## config.mk

```make
export PLATFORM = sky130hd
export DESIGN_NAME = segment_lcd_frame_composer_flat
export DESIGN_NICKNAME = d
export VERILOG_FILES = /design/src/hdl/slfc_pkg.sv /design/src/hdl/slfc_req_if.sv /design/src/hdl/slfc_rsp_if.sv /design/src/hdl/slfc_digits.sv /design/src/hdl/slfc_frame.sv /design/src/hdl/segment_lcd_frame_composer.sv /design/src/flat_wrapper.sv
export SDC_FILE = /design/constraint.sdc
export NUM_CORES = 2
export LEC_CHECK = 0
export BUFFER_PORTS_ARGS = -buffer_cell sky130_fd_sc_hd__buf_2
export CAP_MARGIN = 20
export CORE_UTILIZATION = 35
export CTS_CLUSTER_DIAMETER = 120
export DETAILED_ROUTE_END_ITERATION = 8
export HOLD_SLACK_MARGIN = 0.12
export SETUP_SLACK_MARGIN = 0.15
export SYNTH_ARGS = -nofsm -noshare
export SYNTH_HDL_FRONTEND = slang
export SYNTH_SLANG_ARGS = --single-unit
```

## constraint.sdc

```tcl
create_clock -name clock -period 31.3 [get_ports clock]
set_clock_uncertainty 0.15 [all_clocks]
set_input_delay 4.695 -clock clock [delete_from_list [all_inputs] [get_ports clock]]
set_output_delay 4.695 -clock clock [all_outputs]
set_load 0.005 [all_outputs]
```

## src/hdl/slfc_pkg.sv

```systemverilog
// -----------------------------------------------------------------------------
// Segment LCD frame composer - shared definitions
// Field widths, command codes, glyph bytes, digit tables and the structs that
// pass between the number pipeline and the frame stage.
// -----------------------------------------------------------------------------
package slfc_pkg;

   localparam int CMD_W  = 4;
   localparam int VAL_W  = 16;
   localparam int SYM_W  = 3;
   localparam int FACE_W = 3;
   localparam int SEC_W  = 32;
   localparam int SEG_W  = 8;
   localparam int IDX_W  = 3;

   localparam int FRAME_BYTES = 6;
   localparam logic [IDX_W-1:0] LAST_IDX = IDX_W'(FRAME_BYTES - 1);

   typedef logic [FRAME_BYTES-1:0][SEG_W-1:0] frame_type;

   localparam frame_type FRAME_RESET = {FRAME_BYTES{8'hFF}};
   localparam frame_type SENT_RESET  = '0;

   typedef enum logic [CMD_W-1:0] {
      CMD_BIG      = 4'd0,
      CMD_SMALL    = 4'd1,
      CMD_TEMPSYM  = 4'd2,
      CMD_FACE     = 4'd3,
      CMD_BLE      = 4'd4,
      CMD_LINK     = 4'd5,
      CMD_BATT     = 4'd6,
      CMD_OTA      = 4'd7,
      CMD_ERR      = 4'd8,
      CMD_RESETSCR = 4'd9,
      CMD_CLOCK    = 4'd10,
      CMD_REFRESH  = 4'd11
   } cmd_type;

   // glyphs, upper row and lower row
   localparam logic [7:0] TOP_HI_H = 8'h67;
   localparam logic [7:0] TOP_HI_I = 8'h04;
   localparam logic [7:0] TOP_LO_L = 8'h85;
   localparam logic [7:0] TOP_LO_O = 8'hC6;
   localparam logic [7:0] TOP_T    = 8'h87;
   localparam logic [7:0] TOP_A    = 8'hF6;
   localparam logic [7:0] TOP_E    = 8'h97;
   localparam logic [7:0] BOT_H    = 8'h76;
   localparam logic [7:0] BOT_I    = 8'h10;
   localparam logic [7:0] BOT_L    = 8'h51;
   localparam logic [7:0] BOT_O    = 8'h33;
   localparam logic [7:0] BOT_E    = 8'h79;

   localparam logic [7:0] BIG_MINUS   = 8'h02;
   localparam logic [7:0] BIG_ONE_K   = 8'h08;
   localparam logic [7:0] BIG_POINT   = 8'h08;
   localparam logic [7:0] SMALL_MINUS = 8'h20;

   function automatic logic [7:0] big_digit(input logic [3:0] d);
      logic [7:0] seg;
      case (d)
         4'd0:    seg = 8'hF5;
         4'd1:    seg = 8'h60;
         4'd2:    seg = 8'hB6;
         4'd3:    seg = 8'hF2;
         4'd4:    seg = 8'h63;
         4'd5:    seg = 8'hD3;
         4'd6:    seg = 8'hD7;
         4'd7:    seg = 8'h70;
         4'd8:    seg = 8'hF7;
         4'd9:    seg = 8'hF3;
         default: seg = 8'h00;
      endcase
      return seg;
   endfunction

   function automatic logic [7:0] small_digit(input logic [3:0] d);
      logic [7:0] seg;
      case (d)
         4'd0:    seg = 8'h5F;
         4'd1:    seg = 8'h06;
         4'd2:    seg = 8'h3D;
         4'd3:    seg = 8'h2F;
         4'd4:    seg = 8'h66;
         4'd5:    seg = 8'h6B;
         4'd6:    seg = 8'h7B;
         4'd7:    seg = 8'h0E;
         4'd8:    seg = 8'h7F;
         4'd9:    seg = 8'h6F;
         default: seg = 8'h00;
      endcase
      return seg;
   endfunction

   typedef struct packed {
      logic [CMD_W-1:0]  cmd;
      logic [SYM_W-1:0]  sym;
      logic [FACE_W-1:0] face;
      logic              flag;
   } ctl_type;

   // precomputed segment bytes for the number and clock commands
   typedef struct packed {
      logic [7:0] big0;
      logic [7:0] big1;
      logic [7:0] big2;
      logic [7:0] sm4;
      logic [7:0] sm5;
      logic [7:0] ck0;
      logic [7:0] ck1;
      logic [7:0] ck4;
      logic [7:0] ck5;
   } glyph_type;

   typedef struct packed {
      logic      valid;
      ctl_type   ctl;
      glyph_type glyph;
   } item_type;

endpackage

```

## src/hdl/slfc_req_if.sv

```systemverilog
// -----------------------------------------------------------------------------
// Segment LCD frame composer - command channel
// Valid/ready channel carrying one display command word.
// -----------------------------------------------------------------------------
interface slfc_req_if;
   import slfc_pkg::*;

   logic                     valid;
   logic                     ready;
   logic [CMD_W-1:0]         command;
   logic signed [VAL_W-1:0]  value;
   logic [SYM_W-1:0]         temp_symbol;
   logic [FACE_W-1:0]        face;
   logic                     flag;
   logic [SEC_W-1:0]         seconds;

   modport source (output valid, command, value, temp_symbol, face, flag, seconds,
                   input ready);
   modport sink   (input valid, command, value, temp_symbol, face, flag, seconds,
                   output ready);
endinterface

```

## src/hdl/slfc_rsp_if.sv

```systemverilog
// -----------------------------------------------------------------------------
// Segment LCD frame composer - frame byte channel
// Valid/ready channel carrying one frame byte and its position.
// -----------------------------------------------------------------------------
interface slfc_rsp_if;
   import slfc_pkg::*;

   logic             valid;
   logic             ready;
   logic [SEG_W-1:0] segment_byte;
   logic [IDX_W-1:0] byte_index;
   logic             last;

   modport source (output valid, segment_byte, byte_index, last, input ready);
   modport sink   (input valid, segment_byte, byte_index, last, output ready);
endinterface

```

## src/hdl/slfc_digits.sv

```systemverilog
// -----------------------------------------------------------------------------
// Segment LCD frame composer - number pipeline
// Input register and five stages that turn the value and seconds fields into
// segment bytes for the big number, small number and clock. Divisions by
// constants are reciprocal multiplies.
// -----------------------------------------------------------------------------
module slfc_digits (
   input  logic               clock,
   input  logic               reset,
   slfc_req_if.sink           req_bus,
   input  logic               adv,
   output slfc_pkg::item_type item
);
   import slfc_pkg::*;

   localparam int STAGES = 6;

   localparam logic [30:0] RCP15_30 = 31'd1145324613;
   localparam logic [25:0] RCP15_25 = 26'd35791395;
   localparam logic [18:0] RCP3_18  = 19'd349526;
   localparam logic [15:0] RCP10_15 = 16'd52429;
   localparam logic [11:0] RCP10_11 = 12'd3277;
   localparam logic [8:0]  RCP10_8  = 9'd410;
   localparam logic [7:0]  RCP10_7  = 8'd205;
   localparam logic [6:0]  RCP10_6  = 7'd103;
   localparam logic [5:0]  RCP10_5  = 6'd52;

   typedef struct packed {
      logic hi;
      logic lo;
      logic neg;
      logic scaled;
   } bflag_type;

   typedef struct packed {
      logic hi;
      logic lo;
      logic neg;
   } sflag_type;

   logic    [STAGES-1:0] vld_ff;
   ctl_type              ctl_ff [STAGES];

   // input register
   logic signed [VAL_W-1:0] val0_ff;
   logic [SEC_W-1:0]        secs0_ff;

   // stage 1
   bflag_type   bf1_in, bf1_ff;
   sflag_type   sf1_in, sf1_ff;
   logic [14:0] babs1_in, babs1_ff;
   logic [6:0]  smag1_in, smag1_ff;
   logic [26:0] t1_in, t1_ff;
   logic signed [16:0] val_wide, vp5, bsrc, babs_full, vabs_full;
   logic [60:0] tprod;

   // stage 2
   bflag_type   bf2_ff;
   sflag_type   sf2_ff;
   logic [10:0] bmag2_in, bmag2_ff;
   logic [20:0] q2_2_in, q2_2_ff;
   logic [26:0] t2_ff;
   logic [3:0]  stens2_in, stens2_ff;
   logic [6:0]  smag2_ff;
   logic [30:0] bprod;
   logic [50:0] q2prod;
   logic [14:0] stprod;

   // stage 3
   bflag_type   bf3_ff;
   sflag_type   sf3_ff;
   logic [7:0]  q10_3_in, q10_3_ff;
   logic [10:0] bmag3_ff;
   logic [5:0]  mins3_in, mins3_ff;
   logic [15:0] q3_3_in, q3_3_ff;
   logic [20:0] q2_3_ff;
   logic [3:0]  sones3_in, sones3_ff, stens3_ff;
   logic [22:0] q10prod;
   logic [26:0] mins_full;
   logic [36:0] q3prod;
   logic [6:0]  sones_full;

   // stage 4
   bflag_type   bf4_ff;
   logic [3:0]  bones4_in, bones4_ff;
   logic [4:0]  q100_4_in, q100_4_ff;
   logic [7:0]  q10_4_ff;
   logic [4:0]  hrs4_in, hrs4_ff;
   logic [5:0]  mins4_ff;
   logic [7:0]  sm4_4_in, sm4_4_ff, sm5_4_in, sm5_4_ff;
   logic [10:0] bones_full;
   logic [16:0] q100prod;
   logic [20:0] hrs_full;

   // stage 5
   glyph_type   glyph5_in, glyph5_ff;
   logic [7:0]  btens_full;
   logic [3:0]  btens, bhund, htens, hones, mtens, mones;
   logic [4:0]  bhund_full, hones_full;
   logic [10:0] hprod;
   logic [12:0] mprod;
   logic [5:0]  mones_full;

   assign req_bus.ready = adv;

   // stage 1: range checks, magnitude, seconds to minutes
   always_comb begin
      val_wide      = 17'(val0_ff);
      vp5           = val_wide + 17'sd5;
      bf1_in.hi     = val0_ff > 16'sd19995;
      bf1_in.lo     = val0_ff < -16'sd995;
      bf1_in.scaled = (val0_ff > 16'sd1999) || (val0_ff < -16'sd99);
      bsrc          = bf1_in.scaled ? vp5 : val_wide;
      bf1_in.neg    = bsrc[16];
      babs_full     = bsrc[16] ? -bsrc : bsrc;
      babs1_in      = babs_full[14:0];
      sf1_in.hi     = val0_ff > 16'sd99;
      sf1_in.lo     = val0_ff < -16'sd9;
      sf1_in.neg    = val0_ff[15];
      vabs_full     = val_wide[16] ? -val_wide : val_wide;
      smag1_in      = vabs_full[6:0];
      tprod         = 61'(secs0_ff[31:2]) * 61'(RCP15_30);
      t1_in         = tprod[60:34];
   end

   // stage 2: scaled value / 10, minutes / 60, small tens
   always_comb begin
      bprod     = 31'(babs1_ff) * 31'(RCP10_15);
      bmag2_in  = bf1_ff.scaled ? bprod[29:19] : babs1_ff[10:0];
      q2prod    = 51'(t1_ff[26:2]) * 51'(RCP15_25);
      q2_2_in   = q2prod[49:29];
      stprod    = 15'(smag1_ff) * 15'(RCP10_7);
      stens2_in = stprod[14:11];
   end

   // stage 3: magnitude / 10, minute of hour, hours / 24, small ones
   always_comb begin
      q10prod    = 23'(bmag2_ff) * 23'(RCP10_11);
      q10_3_in   = q10prod[22:15];
      mins_full  = t2_ff - 27'(27'(q2_2_ff) * 27'd60);
      mins3_in   = mins_full[5:0];
      q3prod     = 37'(q2_2_ff[20:3]) * 37'(RCP3_18);
      q3_3_in    = q3prod[35:20];
      sones_full = smag2_ff - 7'(7'(stens2_ff) * 7'd10);
      sones3_in  = sones_full[3:0];
   end

   // stage 4: ones digit, hundreds, hour of day, small number bytes
   always_comb begin
      bones_full = bmag3_ff - 11'(11'(q10_3_ff) * 11'd10);
      bones4_in  = bones_full[3:0];
      q100prod   = 17'(q10_3_ff) * 17'(RCP10_8);
      q100_4_in  = q100prod[16:12];
      hrs_full   = q2_3_ff - 21'(21'(q3_3_ff) * 21'd24);
      hrs4_in    = hrs_full[4:0];
      if (sf3_ff.hi) begin
         sm5_4_in = BOT_H;
         sm4_4_in = BOT_I;
      end else if (sf3_ff.lo) begin
         sm5_4_in = BOT_L;
         sm4_4_in = BOT_O;
      end else begin
         sm5_4_in = (sf3_ff.neg ? SMALL_MINUS : 8'h00)
                  | ((stens3_ff != 4'd0) ? small_digit(stens3_ff) : 8'h00);
         sm4_4_in = small_digit(sones3_ff);
      end
   end

   // stage 5: remaining digits and segment bytes
   always_comb begin
      btens_full = q10_4_ff - 8'(8'(q100_4_ff) * 8'd10);
      btens      = btens_full[3:0];
      if (q100_4_ff >= 5'd20) begin
         bhund_full = q100_4_ff - 5'd20;
      end else if (q100_4_ff >= 5'd10) begin
         bhund_full = q100_4_ff - 5'd10;
      end else begin
         bhund_full = q100_4_ff;
      end
      bhund = bhund_full[3:0];

      hprod      = 11'(hrs4_ff) * 11'(RCP10_5);
      htens      = {2'b00, hprod[10:9]};
      hones_full = hrs4_ff - 5'(5'(htens) * 5'd10);
      hones      = hones_full[3:0];
      mprod      = 13'(mins4_ff) * 13'(RCP10_6);
      mtens      = {1'b0, mprod[12:10]};
      mones_full = mins4_ff - 6'(6'(mtens) * 6'd10);
      mones      = mones_full[3:0];

      if (bf4_ff.hi) begin
         glyph5_in.big0 = TOP_HI_H;
         glyph5_in.big1 = TOP_HI_I;
         glyph5_in.big2 = 8'h00;
      end else if (bf4_ff.lo) begin
         glyph5_in.big0 = TOP_LO_L;
         glyph5_in.big1 = TOP_LO_O;
         glyph5_in.big2 = 8'h00;
      end else begin
         glyph5_in.big0 = (bf4_ff.neg ? BIG_MINUS : 8'h00)
                        | ((q100_4_ff >= 5'd10) ? BIG_ONE_K : 8'h00)
                        | ((q100_4_ff != 5'd0) ? big_digit(bhund) : 8'h00);
         glyph5_in.big1 = big_digit(btens);
         glyph5_in.big2 = (bf4_ff.scaled ? 8'h00 : BIG_POINT) | big_digit(bones4_ff);
      end
      glyph5_in.sm4 = sm4_4_ff;
      glyph5_in.sm5 = sm5_4_ff;
      glyph5_in.ck0 = big_digit(htens);
      glyph5_in.ck1 = big_digit(hones);
      glyph5_in.ck4 = small_digit(mones);
      glyph5_in.ck5 = small_digit(mtens);
   end

   always_ff @(posedge clock) begin
      if (reset) begin
         vld_ff <= '0;
      end else if (adv) begin
         vld_ff <= {vld_ff[STAGES-2:0], req_bus.valid};
      end
   end

   always_ff @(posedge clock) begin
      if (adv) begin
         ctl_ff[0] <= '{cmd: req_bus.command, sym: req_bus.temp_symbol,
                        face: req_bus.face, flag: req_bus.flag};
         for (int k = 1; k < STAGES; k++) begin
            ctl_ff[k] <= ctl_ff[k-1];
         end
         val0_ff   <= req_bus.value;
         secs0_ff  <= req_bus.seconds;

         bf1_ff    <= bf1_in;
         sf1_ff    <= sf1_in;
         babs1_ff  <= babs1_in;
         smag1_ff  <= smag1_in;
         t1_ff     <= t1_in;

         bf2_ff    <= bf1_ff;
         sf2_ff    <= sf1_ff;
         bmag2_ff  <= bmag2_in;
         q2_2_ff   <= q2_2_in;
         t2_ff     <= t1_ff;
         stens2_ff <= stens2_in;
         smag2_ff  <= smag1_ff;

         bf3_ff    <= bf2_ff;
         sf3_ff    <= sf2_ff;
         q10_3_ff  <= q10_3_in;
         bmag3_ff  <= bmag2_ff;
         mins3_ff  <= mins3_in;
         q3_3_ff   <= q3_3_in;
         q2_3_ff   <= q2_2_ff;
         sones3_ff <= sones3_in;
         stens3_ff <= stens2_ff;

         bf4_ff    <= bf3_ff;
         bones4_ff <= bones4_in;
         q100_4_ff <= q100_4_in;
         q10_4_ff  <= q10_3_ff;
         hrs4_ff   <= hrs4_in;
         mins4_ff  <= mins3_ff;
         sm4_4_ff  <= sm4_4_in;
         sm5_4_ff  <= sm5_4_in;

         glyph5_ff <= glyph5_in;
      end
   end

   assign item = '{valid: vld_ff[STAGES-1], ctl: ctl_ff[STAGES-1], glyph: glyph5_ff};

endmodule

```

## src/hdl/slfc_frame.sv

```systemverilog
// -----------------------------------------------------------------------------
// Segment LCD frame composer - frame stage
// Holds the frame and the last sent frame, applies one command per cycle unless a sending
// command waits on a burst, and streams the six sent bytes when one finds a changed frame.
// -----------------------------------------------------------------------------
module slfc_frame (
   input  logic               clock,
   input  logic               reset,
   input  slfc_pkg::item_type item,
   output logic               adv,
   input  logic               csr_wr_en,
   input  logic               csr_wr_data,
   slfc_rsp_if.source         rsp_bus
);
   import slfc_pkg::*;

   frame_type        frame_in, frame_ff;
   frame_type        sent_in, sent_ff;
   logic             busy_in, busy_ff;
   logic [IDX_W-1:0] idx_in, idx_ff;
   logic             disabled_in, disabled_ff;
   logic             emit_cmd;
   logic             fire;
   logic             do_emit;

   always_comb begin
      frame_in = frame_ff;
      emit_cmd = 1'b0;
      case (cmd_type'(item.ctl.cmd))
         CMD_BIG: begin
            frame_in[3][2:0] = item.ctl.sym;
            frame_in[0]      = item.glyph.big0;
            frame_in[1]      = (frame_ff[1] & 8'h08) | item.glyph.big1;
            frame_in[2]      = item.glyph.big2;
         end
         CMD_SMALL: begin
            frame_in[4]    = (frame_ff[4] & 8'h80) | item.glyph.sm4;
            frame_in[5]    = (frame_ff[5] & 8'h80) | item.glyph.sm5;
            frame_in[3][4] = item.ctl.flag;
         end
         CMD_TEMPSYM: begin
            frame_in[3][2:0] = item.ctl.sym;
         end
         CMD_FACE: begin
            frame_in[1][3] = item.ctl.face[2];
            frame_in[3][5] = item.ctl.face[0];
            frame_in[3][6] = item.ctl.face[1];
         end
         CMD_BLE: begin
            frame_in[4][7] = item.ctl.flag;
         end
         CMD_LINK: begin
            frame_in[3][7] = item.ctl.flag;
         end
         CMD_BATT: begin
            frame_in[5][7] = item.ctl.flag;
         end
         CMD_OTA: begin
            frame_in[0] = TOP_LO_O;
            frame_in[1] = TOP_T;
            frame_in[2] = TOP_A;
            frame_in[3] = frame_ff[3] & 8'h80;
            frame_in[4] = 8'h80;
            frame_in[5] = frame_ff[5] & 8'h80;
            emit_cmd    = 1'b1;
         end
         CMD_ERR: begin
            frame_in[0] = BOT_E;
            frame_in[1] = BOT_E;
            frame_in[2] = 8'h00;
            frame_in[3] = frame_ff[3] & 8'h80;
            frame_in[4] = (frame_ff[4] & 8'h80) | TOP_E;
            frame_in[5] = (frame_ff[5] & 8'h80) | TOP_E;
         end
         CMD_RESETSCR: begin
            frame_in[0] = TOP_LO_O;
            frame_in[1] = TOP_LO_O;
            frame_in[2] = 8'h00;
            frame_in[3] = 8'h00;
            frame_in[4] = BOT_O;
            frame_in[5] = BOT_O;
            emit_cmd    = 1'b1;
         end
         CMD_CLOCK: begin
            frame_in[0] = item.glyph.ck0;
            frame_in[1] = item.glyph.ck1;
            frame_in[2] = 8'h00;
            frame_in[3] = frame_ff[3] & 8'h80;
            frame_in[4] = (frame_ff[4] & 8'h80) | item.glyph.ck4;
            frame_in[5] = (frame_ff[5] & 8'h80) | item.glyph.ck5;
         end
         CMD_REFRESH: begin
            emit_cmd = 1'b1;
         end
         default: begin
         end
      endcase
   end

   // an emitting command waits here until the previous six bytes are out
   assign adv     = !(item.valid && emit_cmd && busy_ff);
   assign fire    = item.valid && adv;
   assign do_emit = fire && emit_cmd && !disabled_ff && (frame_in != sent_ff);

   always_comb begin
      sent_in     = sent_ff;
      busy_in     = busy_ff;
      idx_in      = idx_ff;
      disabled_in = csr_wr_en ? csr_wr_data : disabled_ff;
      if (do_emit) begin
         sent_in = frame_in;
         busy_in = 1'b1;
         idx_in  = '0;
      end else if (busy_ff && rsp_bus.ready) begin
         if (idx_ff == LAST_IDX) begin
            busy_in = 1'b0;
         end else begin
            idx_in = idx_ff + IDX_W'(1);
         end
      end
   end

   always_ff @(posedge clock) begin
      if (reset) begin
         frame_ff    <= FRAME_RESET;
         sent_ff     <= SENT_RESET;
         busy_ff     <= 1'b0;
         idx_ff      <= '0;
         disabled_ff <= 1'b0;
      end else begin
         if (fire) begin
            frame_ff <= frame_in;
         end
         sent_ff     <= sent_in;
         busy_ff     <= busy_in;
         idx_ff      <= idx_in;
         disabled_ff <= disabled_in;
      end
   end

   assign rsp_bus.valid        = busy_ff;
   assign rsp_bus.segment_byte = sent_ff[idx_ff];
   assign rsp_bus.byte_index   = idx_ff;
   assign rsp_bus.last         = (idx_ff == LAST_IDX);

endmodule

```

## src/hdl/segment_lcd_frame_composer.sv

```systemverilog
// -----------------------------------------------------------------------------
// Segment LCD frame composer
// Builds the six-byte segment frame of a number display from commands and
// streams the frame bytes to the display driver on refresh.
// -----------------------------------------------------------------------------
// A command word is taken every clock. It passes an input register and five
// number stages (reciprocal multiplies for the tenths, digit and clock
// splits) and then updates the frame, so its bytes can leave from the
// cycle after. Refresh, OTA and reset screens send the six bytes,
// one word per cycle with byte_index 0 to 5, when the frame differs from the
// last one sent and csr_wr_data last written was 0; the output holds a
// byte until it is taken. While six bytes are still going out, another
// sending command stops at the frame stage and holds the command channel;
// every other command keeps flowing at one word per cycle.
module segment_lcd_frame_composer (
   input  logic       clock,
   input  logic       reset,
   slfc_req_if.sink   req_bus,
   slfc_rsp_if.source rsp_bus,
   input  logic       csr_wr_en,
   input  logic       csr_wr_data
);
   import slfc_pkg::*;

   item_type item;
   logic     adv;

   slfc_digits u_digits (
      .clock   (clock),
      .reset   (reset),
      .req_bus (req_bus),
      .adv     (adv),
      .item    (item)
   );

   slfc_frame u_frame (
      .clock       (clock),
      .reset       (reset),
      .item        (item),
      .adv         (adv),
      .csr_wr_en   (csr_wr_en),
      .csr_wr_data (csr_wr_data),
      .rsp_bus     (rsp_bus)
   );

`ifndef SYNTHESIS
   a_stall_only_while_sending: assert property (@(posedge clock) disable iff (reset)
      !req_bus.ready |-> rsp_bus.valid)
      else $error("command channel held with no frame bytes pending");

   a_burst_starts_at_zero: assert property (@(posedge clock) disable iff (reset)
      $rose(rsp_bus.valid) |-> (rsp_bus.byte_index == '0))
      else $error("frame burst does not start at byte 0");

   a_burst_in_order: assert property (@(posedge clock) disable iff (reset)
      (rsp_bus.valid && rsp_bus.ready && !rsp_bus.last) |=>
      (rsp_bus.valid && (rsp_bus.byte_index == $past(rsp_bus.byte_index) + 3'd1)))
      else $error("frame burst broken or out of order");
`endif

endmodule

```

## src/flat_wrapper.sv

```systemverilog
// flat-port wrapper written by rule: the top's interface ports become plain ports
module segment_lcd_frame_composer_flat import slfc_pkg::*;
  (clock, reset, csr_wr_en, csr_wr_data, req_bus_valid, req_bus_command, req_bus_value, req_bus_temp_symbol, req_bus_face, req_bus_flag, req_bus_seconds, req_bus_ready, rsp_bus_valid, rsp_bus_segment_byte, rsp_bus_byte_index, rsp_bus_last, rsp_bus_ready);
  slfc_req_if req_bus_i ();
  slfc_rsp_if rsp_bus_i ();
  input  logic clock;
  input  logic reset;
  input  logic csr_wr_en;
  input  logic csr_wr_data;
  input wire logic [$bits(req_bus_i.valid)-1:0] req_bus_valid;
  input wire logic [$bits(req_bus_i.command)-1:0] req_bus_command;
  input wire logic [$bits(req_bus_i.value)-1:0] req_bus_value;
  input wire logic [$bits(req_bus_i.temp_symbol)-1:0] req_bus_temp_symbol;
  input wire logic [$bits(req_bus_i.face)-1:0] req_bus_face;
  input wire logic [$bits(req_bus_i.flag)-1:0] req_bus_flag;
  input wire logic [$bits(req_bus_i.seconds)-1:0] req_bus_seconds;
  output wire logic [$bits(req_bus_i.ready)-1:0] req_bus_ready;
  output wire logic [$bits(rsp_bus_i.valid)-1:0] rsp_bus_valid;
  output wire logic [$bits(rsp_bus_i.segment_byte)-1:0] rsp_bus_segment_byte;
  output wire logic [$bits(rsp_bus_i.byte_index)-1:0] rsp_bus_byte_index;
  output wire logic [$bits(rsp_bus_i.last)-1:0] rsp_bus_last;
  input wire logic [$bits(rsp_bus_i.ready)-1:0] rsp_bus_ready;
  assign req_bus_i.valid = req_bus_valid;
  assign req_bus_i.command = req_bus_command;
  assign req_bus_i.value = req_bus_value;
  assign req_bus_i.temp_symbol = req_bus_temp_symbol;
  assign req_bus_i.face = req_bus_face;
  assign req_bus_i.flag = req_bus_flag;
  assign req_bus_i.seconds = req_bus_seconds;
  assign req_bus_ready = req_bus_i.ready;
  assign rsp_bus_valid = rsp_bus_i.valid;
  assign rsp_bus_segment_byte = rsp_bus_i.segment_byte;
  assign rsp_bus_byte_index = rsp_bus_i.byte_index;
  assign rsp_bus_last = rsp_bus_i.last;
  assign rsp_bus_i.ready = rsp_bus_ready;
  segment_lcd_frame_composer u_core (.clock(clock), .reset(reset), .req_bus(req_bus_i), .rsp_bus(rsp_bus_i), .csr_wr_en(csr_wr_en), .csr_wr_data(csr_wr_data));
endmodule
```

==> metrics.cfg <==
[outcome]
status=finished, final reports clean

[logic_synthesis]
ys_seq_area_share_pct=28.8
syn_area_per_cell_um2=10.8
synth_top_family_by_area=adder cells
netlist_instances=4351
synthAdderAreaFrac_pct=41.9
yosysWarnings=0
yosys.area.top_type=ha_1
synth.mux.area_fraction_pct=1.92
synth.distinct_cells=87
synthArstFlopShare_pct=0
synth_simple_gate_area_share_pct=6.80
yosys-top-cells-count=929 x ha_1, 861 x inv_1, 403 x fa_1, 366 x edfxtp_1, 209 x nor2_1
synth_flop_cell=edfxtp_1
yosysMostFrequentCell=ha_1
synth-edff-count=366
synth.area.top_cells=ha_1 25%, edfxtp_1 23%, fa_1 17%
synth_compound_area_share_pct=9.24
syn_area_um2=47000
ys_ff_latch=494
syn-num-nets=5748
synth_top_area_share_pct=24.7
synth-xor-area-share_pct=3.72

[clock_network]
cts_resized=0
cts.htree.levels=2
cts_hold_buf=0
cts_setup_buffers=0
cts_sinks=494
clockRootBuffer=clkbuf_16
clock_latency_ns=0.68
path_clk_slew_ns=0.06
cts_buffers=60
cts_buffer_depth=3
cts_tree=yes

[critical_path]
end_kind=primary output
start_kind=flip-flop
crit_type=reg -> out
worst-path-max-fanout=54
cp.required_ns=26.46
worstPathArrival_ns=2.95

[floorplanning]
die_area_um2=136000
chipWidth_um=369
die_height_um=369
rows=134
initial_core_util_pct=35.2
ios=79
core_um2=133000

[sta]
fin_crit_ns=7.80
relSlewSlack_pct=42.0
tns_ns=0
setup-violations-final=0
max_clock_freq_mhz=128
slew_violations=0
worstMarginPinSlew_ns=0.848
hold_viol=0
rsz0062_at_grt=false
min_period_over_period_pct=24.9

[placement]
dp_hpwl_um=79300
gp_congestion=0.867
io_buffers=76

[route]
num_vias=29900
dr.pass1.iters=6
vias_per_cell=4.79
drc_errors=0
drt-initial-drc-count=1405
wl_um=97400
ant_nets=0
wl_per_cell_um=15.6

[job]
timing.max_cap.violations=0

[finish]
n_antenna_cell=0
nets=5818
syn_to_final_growth_pct=9.76
drive_above_1_share_pct=6.02
post-route-util_pct=38.7

[global_route]
first_global_vias=31200
grt_first_pass_wirelength_um=162000
antenna_found_initial=3
grt_start_max_net_pins=117
grt_use_total_pct=14.7
gr-total-overflow=0

[hold_path]
hp-class=reg -> reg

-- placed cells by master, fill, tap and decap left out, types with 48 or more instances in the layout --
cell type and instances:
edfxtp_1 366, clkbuf_16 60, nand2_1 136, ha_1 929
mux2i_1 60, xnor2_1 127, a21o_1 56, nor2_1 209
a21oi_1 172, buf_2 75, inv_1 861, o21ai_0 114
fa_1 403, xor2_1 70, nand3_1 48, dfxtp_1 128
-- per-stage QoR --
| stage | hold WS (ns) | instance area (um^2) | setup slack [ns] | cells |
|---|---|---|---|---|
| 5_1_grt | 0.256 | 51600 | 23.29 | 6240 |
| 3_5_place_dp | 0.255 | 49400 | 23.97 | 6127 |
| 4_1_cts | 0.232 | 51600 | 23.42 | 6240 |
| 3_3_place_gp | 0.250 | 49400 | 23.90 | 6127 |
| 6_report | 0.239 | 51600 | 23.50 | 6240 |
| 2_1_floorplan | 0.250 | 47000 | 14.78 | 4351 |
-- kinds of logic (layout without fill, tap and decap cells) --
logic type | Yosys count | count (layout)
AOI/OAI and AO/OA | 647 | 647
xor gates and xnor gates | 198 | 198
adders and majority gates | 1332 | 1332
buffers and inverters | 949 | 1070
DFF | 494 | 494
muxes | 79 | 79
and+or+nand+nor | 652 | 652
-- worst max-delay path, stage by stage (launching register included) --
cell and delay (ns):
edfxtp_1 0.32, buf_4 0.43, nor2b_1 0.49, o211a_1 0.47, nand2_4 0.29, buf_2 0.23
-- final timing paths --
path / startpoint / endpoint / slack, ns / cells past startpoint
min reg2reg: u_core.u_digits.ctl_ff[3][3] / u_core.u_digits.ctl_ff[4][3] / 0.24 / 0
max: u_core.u_digits.ctl_ff[5][10] / req_bus_ready / 23.50 / 5
min: u_core.u_digits.ctl_ff[3][3] / u_core.u_digits.ctl_ff[4][3] / 0.24 / 0
max reg2reg: u_core.u_digits.t1_ff[25] / u_core.u_digits.q2_2_ff[20] / 23.90 / 19
-- cell type report --
class / count / area [um^2]
Multi-Input combinational cell: 2908 / 29900
Sequential cell: 494 / 13600
Inverter: 863 / 3240
Clock inverter: 46 / 649
Fill cell: 13100 / 81800
Tap cell: 1768 / 2210
Clock buffer: 67 / 1540
Timing Repair Buffer: 94 / 531
-- sequential cells by signal, summed over array words and instances, names as in the netlist, 5 cells and up, named ones only --
| name | cells |
|---|---|
| u_core.u_digits.hrs4_ff | 5 |
| u_core.u_digits.smag1_ff | 7 |
| u_core.u_digits.mins4_ff | 6 |
| u_core.u_digits.q2_2_ff | 21 |
| u_core.u_frame.sent_ff | 48 |
| u_core.u_frame.frame_ff | 48 |
| u_core.u_digits.t1_ff | 27 |
| u_core.u_digits.secs0_ff | 30 |
| u_core.u_digits.bmag2_ff | 11 |
| u_core.u_digits.t2_ff | 6 |
| u_core.u_digits.q10_3_ff | 8 |
| u_core.u_digits.val0_ff | 16 |
| u_core.u_digits.q2_3_ff | 5 |
| u_core.u_digits.sm4_4_ff | 7 |
| u_core.u_digits.sm5_4_ff | 7 |
| u_core.u_digits.vld_ff | 6 |
| u_core.u_digits.q100_4_ff | 5 |
| u_core.u_digits.item | 63 |
| u_core.u_digits.mins3_ff | 6 |
| u_core.u_digits.ctl_ff | 66 |
| u_core.u_digits.babs1_ff | 15 |
-- per-layer routing --
layer	vias up	wire length [um]	global-route usage (%)
met5	-	0	0
met4	0	2340	4.09
met3	116	3480	2.07
met2	440	46500	25.3
met1	14400	45200	19.2
li1	15000	-	-
Power is not shown: default switching activity piles up to over one toggle a cycle in this logic, so the estimate is an artifact.
